**src/rtl/kar_pkg.sv**
```systemverilog
// ----------------------------------------------------------------------------
// kar_pkg: shared types and constants for the key auto-repeat engine
// Holds the fixed field widths, the timing thresholds of the repeat curve and
// the reciprocal used to divide elapsed time by one hundred.
// ----------------------------------------------------------------------------
`default_nettype none

package kar_pkg;

  localparam int unsigned KEY_W = 8;
  localparam int unsigned TIME_W = 32;

  // A sampled bitmap with every key down marks an invalid poll.
  localparam logic [KEY_W-1:0] INVALID_KEYS = 8'hFF;

  // Repeat curve: slow repeat after one second, fast repeat after five.
  localparam logic [TIME_W-1:0] SLOW_START_MS = 32'd1000;
  localparam logic [TIME_W-1:0] FAST_START_MS = 32'd5000;
  localparam logic [7:0] FAST_BASE_COUNT = 8'd25;

  // floor(x / 100) == (x * DIV100_MAGIC) >> DIV100_SHIFT for every 32-bit x.
  localparam logic [TIME_W-1:0] DIV100_MAGIC = 32'h51EB851F;
  localparam int unsigned DIV100_SHIFT = 37;

  // Pipeline control shared by the lanes and the merging stage.
  typedef struct packed {
    logic accept;   // an input item is taken into stage one this cycle
    logic advance;  // stage one moves into the result register this cycle
  } kar_ctrl_t;

endpackage : kar_pkg

`default_nettype wire

```
**src/rtl/kar_merge.sv**
```systemverilog
// ----------------------------------------------------------------------------
// kar_merge: result register for the combined event bitmap
// Gathers the lane event bits into one item and holds it until it is taken.
// ----------------------------------------------------------------------------
`default_nettype none

module kar_merge
  import kar_pkg::*;
(
  input  wire logic             clk,
  input  wire logic             rst,
  input  wire kar_ctrl_t        ctrl,
  input  wire logic [KEY_W-1:0] lane_events,
  input  wire logic             out_ready,
  output logic                  out_valid,
  output logic [KEY_W-1:0]      event_mask
);

  always_ff @(posedge clk) begin
    if (rst) begin
      out_valid <= 1'b0;
    end else if (ctrl.advance) begin
      out_valid  <= 1'b1;
      event_mask <= lane_events;
    end else if (out_ready) begin
      out_valid <= 1'b0;
    end
  end

endmodule : kar_merge

`default_nettype wire

```
**config.mk**
```make
export PLATFORM = sky130hd
export DESIGN_NAME = kar_merge
export DESIGN_NICKNAME = d
export VERILOG_FILES = /design/src/rtl/kar_pkg.sv /design/src/rtl/kar_merge.sv
export SDC_FILE = /design/constraint.sdc
export NUM_CORES = 1
export LEC_CHECK = 0
export BUFFER_PORTS_ARGS = -buffer_cell sky130_fd_sc_hd__buf_2
export CORE_AREA = 3 3 40 42
export CTS_BUF_LIST = sky130_fd_sc_hd__clkbuf_4 sky130_fd_sc_hd__clkbuf_8 sky130_fd_sc_hd__clkbuf_16
export DETAILED_ROUTE_END_ITERATION = 10
export DIE_AREA = 0 0 43 45
export HOLD_SLACK_MARGIN = 0.02
export SYNTH_ARGS = -nofsm -noshare
export SYNTH_HDL_FRONTEND = slang
export SYNTH_SLANG_ARGS = --single-unit
```
**constraint.sdc**
```tcl
create_clock -name clk -period 1.95 [get_ports clk]
set_input_delay 0.39 -clock clk [delete_from_list [all_inputs] [get_ports clk]]
set_output_delay 0.39 -clock clk [all_outputs]
set_load 0.02 [all_outputs]
```
==> metrics.yaml <==
synthesis:
  ys_types: 6
  ys.flop_type: "edfxtp_1"
  synth-edff-count: 8
  yosys.area.top_type: "edfxtp_1"
  synth-async-reset-ratio_pct: 0
  ys_top_cells_by_area: "edfxtp_1, dfxtp_1, a21oi_2, nand2b_1, inv_1"
  avgSynthCellArea_um2: 21.75
  synth_top_area_share_pct: 84.96
  yosysWarnings: 0
  synth_area_um2: 282.8
  ys_seq_area_share_pct: 92.04
  ys_seq_elements: 9
  syn_nets: 26
  synth.most_common_cell: "edfxtp_1"
  synthCells: 13
clocking:
  clock_latency_ps: 250
  path_clk_slew_ps: 50
  cts_hold_buf: 0
  clock_sinks: 9
  cts-root-buf: "clkbuf_4"
  postCtsSetupRepairBufs: 0
  cts_buffers: 3
  cts_tree: "yes"
  clockBufferDepth: 2
  h-tree-depth: 1
  ctsResizeCount: 0
pwr:
  total_power_w: 0.0004196
  cell_internal_pwr_w: 0.0003346
  switching_share_pct: 20.27
  pwr-share-seq_pct: 54.0
  power.leakage_nw: 0.1971
  p_sw_w: 0.00008505
  p_comb_share_pct: 10.9
  p_per_area_nw_per_um2: 955.5
  ir_drop_uv: 415.5
  clockPowerShare_pct: 35.0
grt:
  grt_max_degree: 9
  antenna_found_initial: 0
  met3_usage_pct: 5.976
  track_usage_pct: 5.748
  grt_pass1_vias: 175
  grtUsageMet2_pct: 6.886
  busiest_layer: "met2"
  met1_usage_pct: 6.045
  grt_pass1_wl_um: 717
  grt-ovfl-total: 0
floorplan:
  die_w_um: 43
  die_y_um: 45
  io_pins: 22
  die_area_um2: 1935
  design.core.area_um2: 1285
  rows: 13
  start_util_pct: 22.01
route:
  drt_pass1_iterations: 2
  vias: 194
  drt_iter0_drc: 2
  routed_via_density: 3.660
  drc: 0
  post_drt_wl_per_cell_um: 9.170
  drt_wl_total_um: 486
  antenna_left: 0
critical_path:
  worstPathCellList: "buf_2"
  startpoint: "event_mask[6]"
  slowest_stage: "edfxtp_1"
  arrival_ps: 760
  crit_type: "flip-flop to output pin"
  critical_path_depth: 1
  worst_setup_path_start_kind: "flip-flop"
  r2r-start: "out_valid"
  worstPathRequired_ps: 1560
  cp_top_family: "flip-flops"
  cp_max_fo: 1
  worst-path-buf-inv: 1
  ff2ff_path_depth: 2
  max_stage_delay_ps: 350
  cp-end-kind: "output pin"
layout:
  n_antenna_cell: 0
  fillers: 128
  layout.nets: 52
  drive_gt1_share_pct: 68.42
  layout-area-overhead-vs-synth_pct: 55.31
sta:
  hold_viol: 0
  tns_ps: 0
  relSlewSlack_pct: 92.98
  timing.final.crit_share_pct: 59.22
  rsz0062_at_grt: "false"
  skew_ps: 0
  min_period_ps: 1155
  setup_viol: 0
  slew_viol_final: 0
  worstMarginPinSlew_ps: 105.4
  fmax_mhz: 865.9
place:
  port_buffers: 20
  finalWeightedCongestion: 0.6193
worst_hold_path:
  min_path_type: "input port to flip-flop"
  whs_path_depth: 2
  hp-start: "rst"
job:
  max_cap_viol_count: 0
outcome:
  outcome: "finished, final reports clean"
## flip-flops by register name, summed over array words and instances (netlist names)
register    cells
event_mask      8
out_valid       1
## cell usage in the layout, fill, tap and decap left out
master	n
nand2b_1	1
nor2_1	1
dfxtp_1	1
edfxtp_1	8
inv_1	1
buf_2	20
clkbuf_4	4
buf_4	1
a21oi_2	1
## worst paths after layout
path              slack, ps             to
setup / recovery        800  event_mask[6]
hold / removal          310      out_valid
setup reg to reg       1370      out_valid
hold reg to reg         490      out_valid
## logic make-up after synthesis
family	count (synthesis)	share of synthesized area (%)
and+or+nand+nor	2	3.540
buffers and inverters	1	1.326
DFF	9	92.04
AOI/OAI and AO/OA	1	3.098
## per-layer routing
layer / up-vias / part of all wire, %
li1: 97 / -
met5: - / 0
met1: 77 / 42
met3: 0 / 22
met2: 20 / 35
met4: 0 / 0
## metrics by stage
stage / setup slack [ps] / instances / hold slack (ps) / util [%] / area (µm²)
after global routing: 751.9 / 53 / 296.3 / 34.18 / 439.2
after floorplan: 765.1 / 13 / 452.4 / - / 282.8
after global placement: 877.3 / 49 / 475.1 / 31.84 / 409.1
after CTS: 778.1 / 53 / 297.2 / 34.18 / 439.2
after detailed placement: 872.6 / 49 / 483.2 / 31.84 / 409.1
final: 795.2 / 53 / 307.0 / 34.18 / 439.2
## cell type report
type                            count  area [µm²]  area share, %
Sequential cell                     9       260.3          59.26
Timing Repair Buffer               21       107.6          24.50
Clock buffer                        4       30.03          6.838
Multi-Input combinational cell      3       18.77          4.274
Tap cell                           15       18.77          4.274
Inverter                            1       3.754         0.8547
## power groups by stage
| stage | Clock, W | Sequential (W) | Combinational [W] |
|---|---|---|---|
| final | 0.000147 | 0.000227 | 0.0000459 |
| after global routing | 0.000162 | 0.000228 | 0.0000498 |
| after CTS | 0.000155 | 0.000227 | 0.0000468 |
| after detailed placement | 0 | 0.000231 | 0.0000468 |
| after global placement | 0 | 0.000231 | 0.0000461 |
| after floorplan | 0 | 0.000248 | 0.00000504 |
Power figures use the tool's default switching activity.
