<file path="src/rtl/kar_pkg.sv">
// ----------------------------------------------------------------------------
// kar_pkg: shared types and constants for the key auto-repeat engine
// Holds the fixed field widths, the timing thresholds of the repeat curve and
// the reciprocal used to divide elapsed time by one hundred.
// ----------------------------------------------------------------------------
`default_nettype none

package kar_pkg;

  localparam int unsigned KEY_W = 8;
  localparam int unsigned TIME_W = 32;

  // A sampled bitmap with every key down marks an invalid poll.
  localparam logic [KEY_W-1:0] INVALID_KEYS = 8'hFF;

  // Repeat curve: slow repeat after one second, fast repeat after five.
  localparam logic [TIME_W-1:0] SLOW_START_MS = 32'd1000;
  localparam logic [TIME_W-1:0] FAST_START_MS = 32'd5000;
  localparam logic [7:0] FAST_BASE_COUNT = 8'd25;

  // floor(x / 100) == (x * DIV100_MAGIC) >> DIV100_SHIFT for every 32-bit x.
  localparam logic [TIME_W-1:0] DIV100_MAGIC = 32'h51EB851F;
  localparam int unsigned DIV100_SHIFT = 37;

  // Pipeline control shared by the lanes and the merging stage.
  typedef struct packed {
    logic accept;   // an input item is taken into stage one this cycle
    logic advance;  // stage one moves into the result register this cycle
  } kar_ctrl_t;

endpackage : kar_pkg

`default_nettype wire

</file>
<file path="src/rtl/kar_lane.sv">
// ----------------------------------------------------------------------------
// kar_lane: one key's press and repeat logic
// Stage one tracks the held flag and press time and forms the elapsed time;
// stage two divides it, compares against the last count and raises the event.
// ----------------------------------------------------------------------------
`default_nettype none

module kar_lane
  import kar_pkg::*;
(
  input  wire logic              clk,
  input  wire logic              rst,
  input  wire kar_ctrl_t         ctrl,
  input  wire logic              poll_invalid,
  input  wire logic              key_down,
  input  wire logic              key_sel,
  input  wire logic              key_rep,
  input  wire logic [TIME_W-1:0] now_ms,
  output logic                   event_bit
);

  typedef enum logic [1:0] {
    ACT_NONE,
    ACT_PRESS,
    ACT_REPEAT,
    ACT_RELEASE
  } act_t;

  logic              held;
  logic [TIME_W-1:0] press_time;
  logic [7:0]        repeat_count;

  // Stage one registers.
  act_t              s1_act;
  logic              s1_over_slow;
  logic              s1_over_fast;
  logic [TIME_W-1:0] s1_delta;

  logic [TIME_W-1:0] elapsed;
  logic              over_slow;
  logic              over_fast;
  logic [TIME_W-1:0] delta;
  act_t              act;

  always_comb begin
    elapsed   = now_ms - press_time;
    over_slow = elapsed > SLOW_START_MS;
    over_fast = elapsed > FAST_START_MS;
    delta     = over_fast ? (elapsed - FAST_START_MS) : (elapsed - SLOW_START_MS);
    act       = ACT_NONE;
    if (!poll_invalid && key_sel) begin
      if (key_down) begin
        if (!held) begin
          act = ACT_PRESS;
        end else if (key_rep) begin
          act = ACT_REPEAT;
        end
      end else begin
        act = ACT_RELEASE;
      end
    end
  end

  always_ff @(posedge clk) begin
    if (rst) begin
      held       <= 1'b0;
      press_time <= '0;
      s1_act     <= ACT_NONE;
    end else if (ctrl.accept) begin
      s1_act       <= act;
      s1_over_slow <= over_slow;
      s1_over_fast <= over_fast;
      s1_delta     <= delta;
      case (act)
        ACT_PRESS: begin
          held       <= 1'b1;
          press_time <= now_ms;
        end
        ACT_RELEASE: begin
          held       <= 1'b0;
          press_time <= '0;
        end
        default: begin
        end
      endcase
    end
  end

  // Stage two: one reciprocal multiply gives the quotient by one hundred.
  logic [2*TIME_W-1:0] product;
  logic [TIME_W-1:0]   quot;
  logic [7:0]          count;
  logic                changed;

  always_comb begin
    product = s1_delta * DIV100_MAGIC;
    quot    = TIME_W'(product >> DIV100_SHIFT);
    if (s1_over_fast) begin
      count = FAST_BASE_COUNT + quot[7:0];
    end else if (s1_over_slow) begin
      count = quot[8:1];
    end else begin
      count = 8'd0;
    end
    changed   = count != repeat_count;
    event_bit = (s1_act == ACT_PRESS) || ((s1_act == ACT_REPEAT) && changed);
  end

  always_ff @(posedge clk) begin
    if (rst) begin
      repeat_count <= 8'd0;
    end else if (ctrl.advance) begin
      case (s1_act)
        ACT_REPEAT: begin
          if (changed) begin
            repeat_count <= count;
          end
        end
        ACT_RELEASE: repeat_count <= 8'd0;
        default: begin
        end
      endcase
    end
  end

endmodule : kar_lane

`default_nettype wire

</file>
<file path="config.mk">
export PLATFORM = sky130hd
export DESIGN_NAME = kar_lane
export DESIGN_NICKNAME = d
export VERILOG_FILES = /design/src/rtl/kar_pkg.sv /design/src/rtl/kar_lane.sv
export SDC_FILE = /design/constraint.sdc
export NUM_CORES = 1
export LEC_CHECK = 0
export BUFFER_PORTS_ARGS = -buffer_cell sky130_fd_sc_hd__buf_4
export CORE_MARGIN = 1
export CORE_UTILIZATION = 25
export CTS_CLUSTER_SIZE = 8
export DETAILED_ROUTE_END_ITERATION = 16
export HOLD_SLACK_MARGIN = 0.05
export PLACE_DENSITY = 0.35
export SYNTH_ARGS = -nofsm -noshare
export SYNTH_HDL_FRONTEND = slang
export SYNTH_SLANG_ARGS = --single-unit
export TNS_END_PERCENT = 10
</file>
<file path="constraint.sdc">
create_clock -name clk -period 12.1 [get_ports clk]
set_clock_uncertainty 0.05 [all_clocks]
set_input_delay 2.42 -clock clk [delete_from_list [all_inputs] [get_ports clk]]
set_output_delay 2.42 -clock clk [all_outputs]
set_load 0.03 [all_outputs]
</file>
==> metrics.txt <==
vias in the first global route between 15k and 20k; IO Port Bufs 40; DRC Markers 0; Post-DRT Antenna Nets 0; clk root buf clkbuf_16; number of vias per cell between 4 and 5; worst setup path start s1_delta[16]; FMAX between 80 and 90 MHz; Syn Nets a little under 3k; worst skew pair latency about 380 ps; DP Cell Count 3,366; critical path data required time 9630 ps; share of the synthesized area in the top cell type ~33%; final wirelength just over 70 mm; Chip Height between 200 and 300 um; initial drt markers just over 800; row count approximately 100; status completed; worst r2r src s1_delta[16]; CP Capture Type output port; Routability Congestion ~0.90; dominant cell type by area after synthesis fa_1; post-synthesis sequential area ratio around 9.2%; Worst Max-Slew Pin Slew ~1200 ps; Yosys cell types a little over 80; largest cells by area after synthesis fa_1 33%, ha_1 19%, inv_1 11%; number of max-cap violations 0; Final period util 96.69%; Hold Vio Cnt, Final 0; die area 83,390 um^2; CP arrival about 9200 ps; initial antenna violation count 1; htree depth 3; layout cells sized above 1 under 10%; Ys Warns 0; Setup-failing EPs final 0; Rel. slew slack a little under a fifth; largest stage delay on the critical path about 570 ps; Initial Utilization approximately 25%; Register-to-Register Setup Slack between 2000 and 3000 ps; reg2reg path depth 29; TritonCTS Buffers 9; hold_buf cts 0; FF+latch count, synth 77; Hold WC Path Type reg2reg; clock tree from TritonCTS built; CP endpoint event_bit; clock-pin slew on the worst setup and hold paths approximately 80 ps; final non-filler cell total around 3.4k; fin nets 3,045; setup slack after layout between 400 and 500 ps; Post-Syn Instances 2,289; number of flops mapped to enable cells by yosys 34; dpl hpwl about 63 mm; pin count of the biggest net entering global routing 46; top-count cell post-synth inv_1; Vias 15.64k; area of the core between 80,000 and 90,000 um^2; Pins Over Slew Limit 0; Area Growth Syn to Fin 10.97%; DRT Pass-1 Iters 6; clk sinks a little under 80; Crit-path slowest cell fa_1; CP Max Fanout 9; Synth Flop Type dfxtp_1; Synth top cells by count 629 x inv_1, 336 x fa_1, 319 x ha_1, 126 x nand2_1, 112 x a21oi_1; Wirelength per Cell 20.93 um; Setup Crit Path Kind reg2out; Die Wd roughly 290 um; first-pass GRT wire length 110.1 mm; async set or reset register ratio after synthesis 0%; Max clock buf depth 2; Setup WS pre-CTS roughly 100 ps; cell mode on critical path fa_1; Mean Syn Cell Area about 9.0 um^2; Tmin final around 12,000 ps; GR Util All Layers between 10% and 20%; Startpoint Class flip-flop; Top Ports roughly 40; Synth Cell Area just over 20,000 um^2; GR Overflow Total 0; reg2reg end repeat_count[7]
## cell usage in the layout (no fill, tap or decap), drive strengths merged, types with 12 or more instances in the layout
cell,instances
and3,15
nand4,21
a21oi,113
xor2,12
ha,319
dfxtp,43
xnor2,68
nor3,35
a211oi,15
nor2,68
inv,635
nand2b,12
o21ai,68
nand2,126
nand3,65
o21a,13
a21o,36
fa,336
nor4,16
buf,94
edfxtp,34
or3,15
## stage by stage
| stage | TNS (ps) | utilization, % | cell area (um^2) | hold WS, ps |
|---|---|---|---|---|
| 2_1_floorplan | 0 | - | 20560 | 381.9 |
| 3_3_place_gp | 0 | 27.41 | 22190 | 388.7 |
| 3_5_place_dp | 0 | 27.41 | 22190 | 394.6 |
| 4_1_cts | 0 | 27.91 | 22590 | 404.8 |
| 5_1_grt | -111.5 | 28.19 | 22810 | 419.5 |
| 6_report | 0 | 28.19 | 22820 | 400.3 |
## cell families after synthesis
logic type                 after synthesis  synth area share (%)
muxes                                   10                0.5112
DFF                                     77                 9.153
adders and majority gates              655                 52.13
and+or+nand+nor                        427                 10.48
xor gates and xnor gates                81                 3.518
buffers and inverters                  673                 12.30
AOI/OAI and AO/OA                      366                 11.91
## flip-flops by register name, summed over array words and instances, names as in the netlist
name / count
s1_delta: 32
s1_act: 2
repeat_count: 8
s1_over_fast: 1
held: 1
s1_over_slow: 1
press_time: 32
## final cells by class
type | instances | area [um^2]
antenna | 1 | 2.502
clock buffer | 9 | 225.2
clock inverter | 7 | 60.06
fill | 8786 | 58120
inverter | 629 | 2361
multi-input combinational | 1539 | 16240
sequential | 77 | 1882
tap | 1060 | 1326
timing repair buffer | 94 | 718.2
## worst min-delay path by stage
| stage | from | to | cells past startpoint |
|---|---|---|---|
| detailed placement | press_time[9] | press_time[9] | 2 |
| finish | press_time[9] | press_time[9] | 2 |
| global route | press_time[25] | press_time[25] | 2 |
| global placement | press_time[29] | press_time[29] | 2 |
| floorplan | press_time[10] | press_time[10] | 2 |
| CTS | press_time[29] | press_time[29] | 2 |
## critical path: cells and delay by family (launching register included)
family / cells / cell delay (ps)
AOI/OAI and AO/OA: 7 / 1860
muxes: 1 / 60
DFF: 1 / 540
buffers and inverters: 6 / 700
adders and majority gates: 9 / 4310
and+or+nand+nor: 7 / 1370
## routing by layer
metal	up-vias	share of wire [%]	GRT usage [%]	wire length, um
met4	0	1.8	3.684	1308
met1	7869	49	25.15	34720
li1	7507	-	-	-
met5	-	0	0	0
met2	227	47	29.93	33700
met3	37	2.5	1.675	1770
## timing repair
item                       in CTS  in global routing
pin swaps                       0                  3
setup endpoints to repair       1                  1
cloned                          0                  0
resized for setup               0                 20
buffers inserted               16                 17
Power is not shown: default switching activity piles up to over one toggle a cycle in this logic, so the estimate is an artifact.
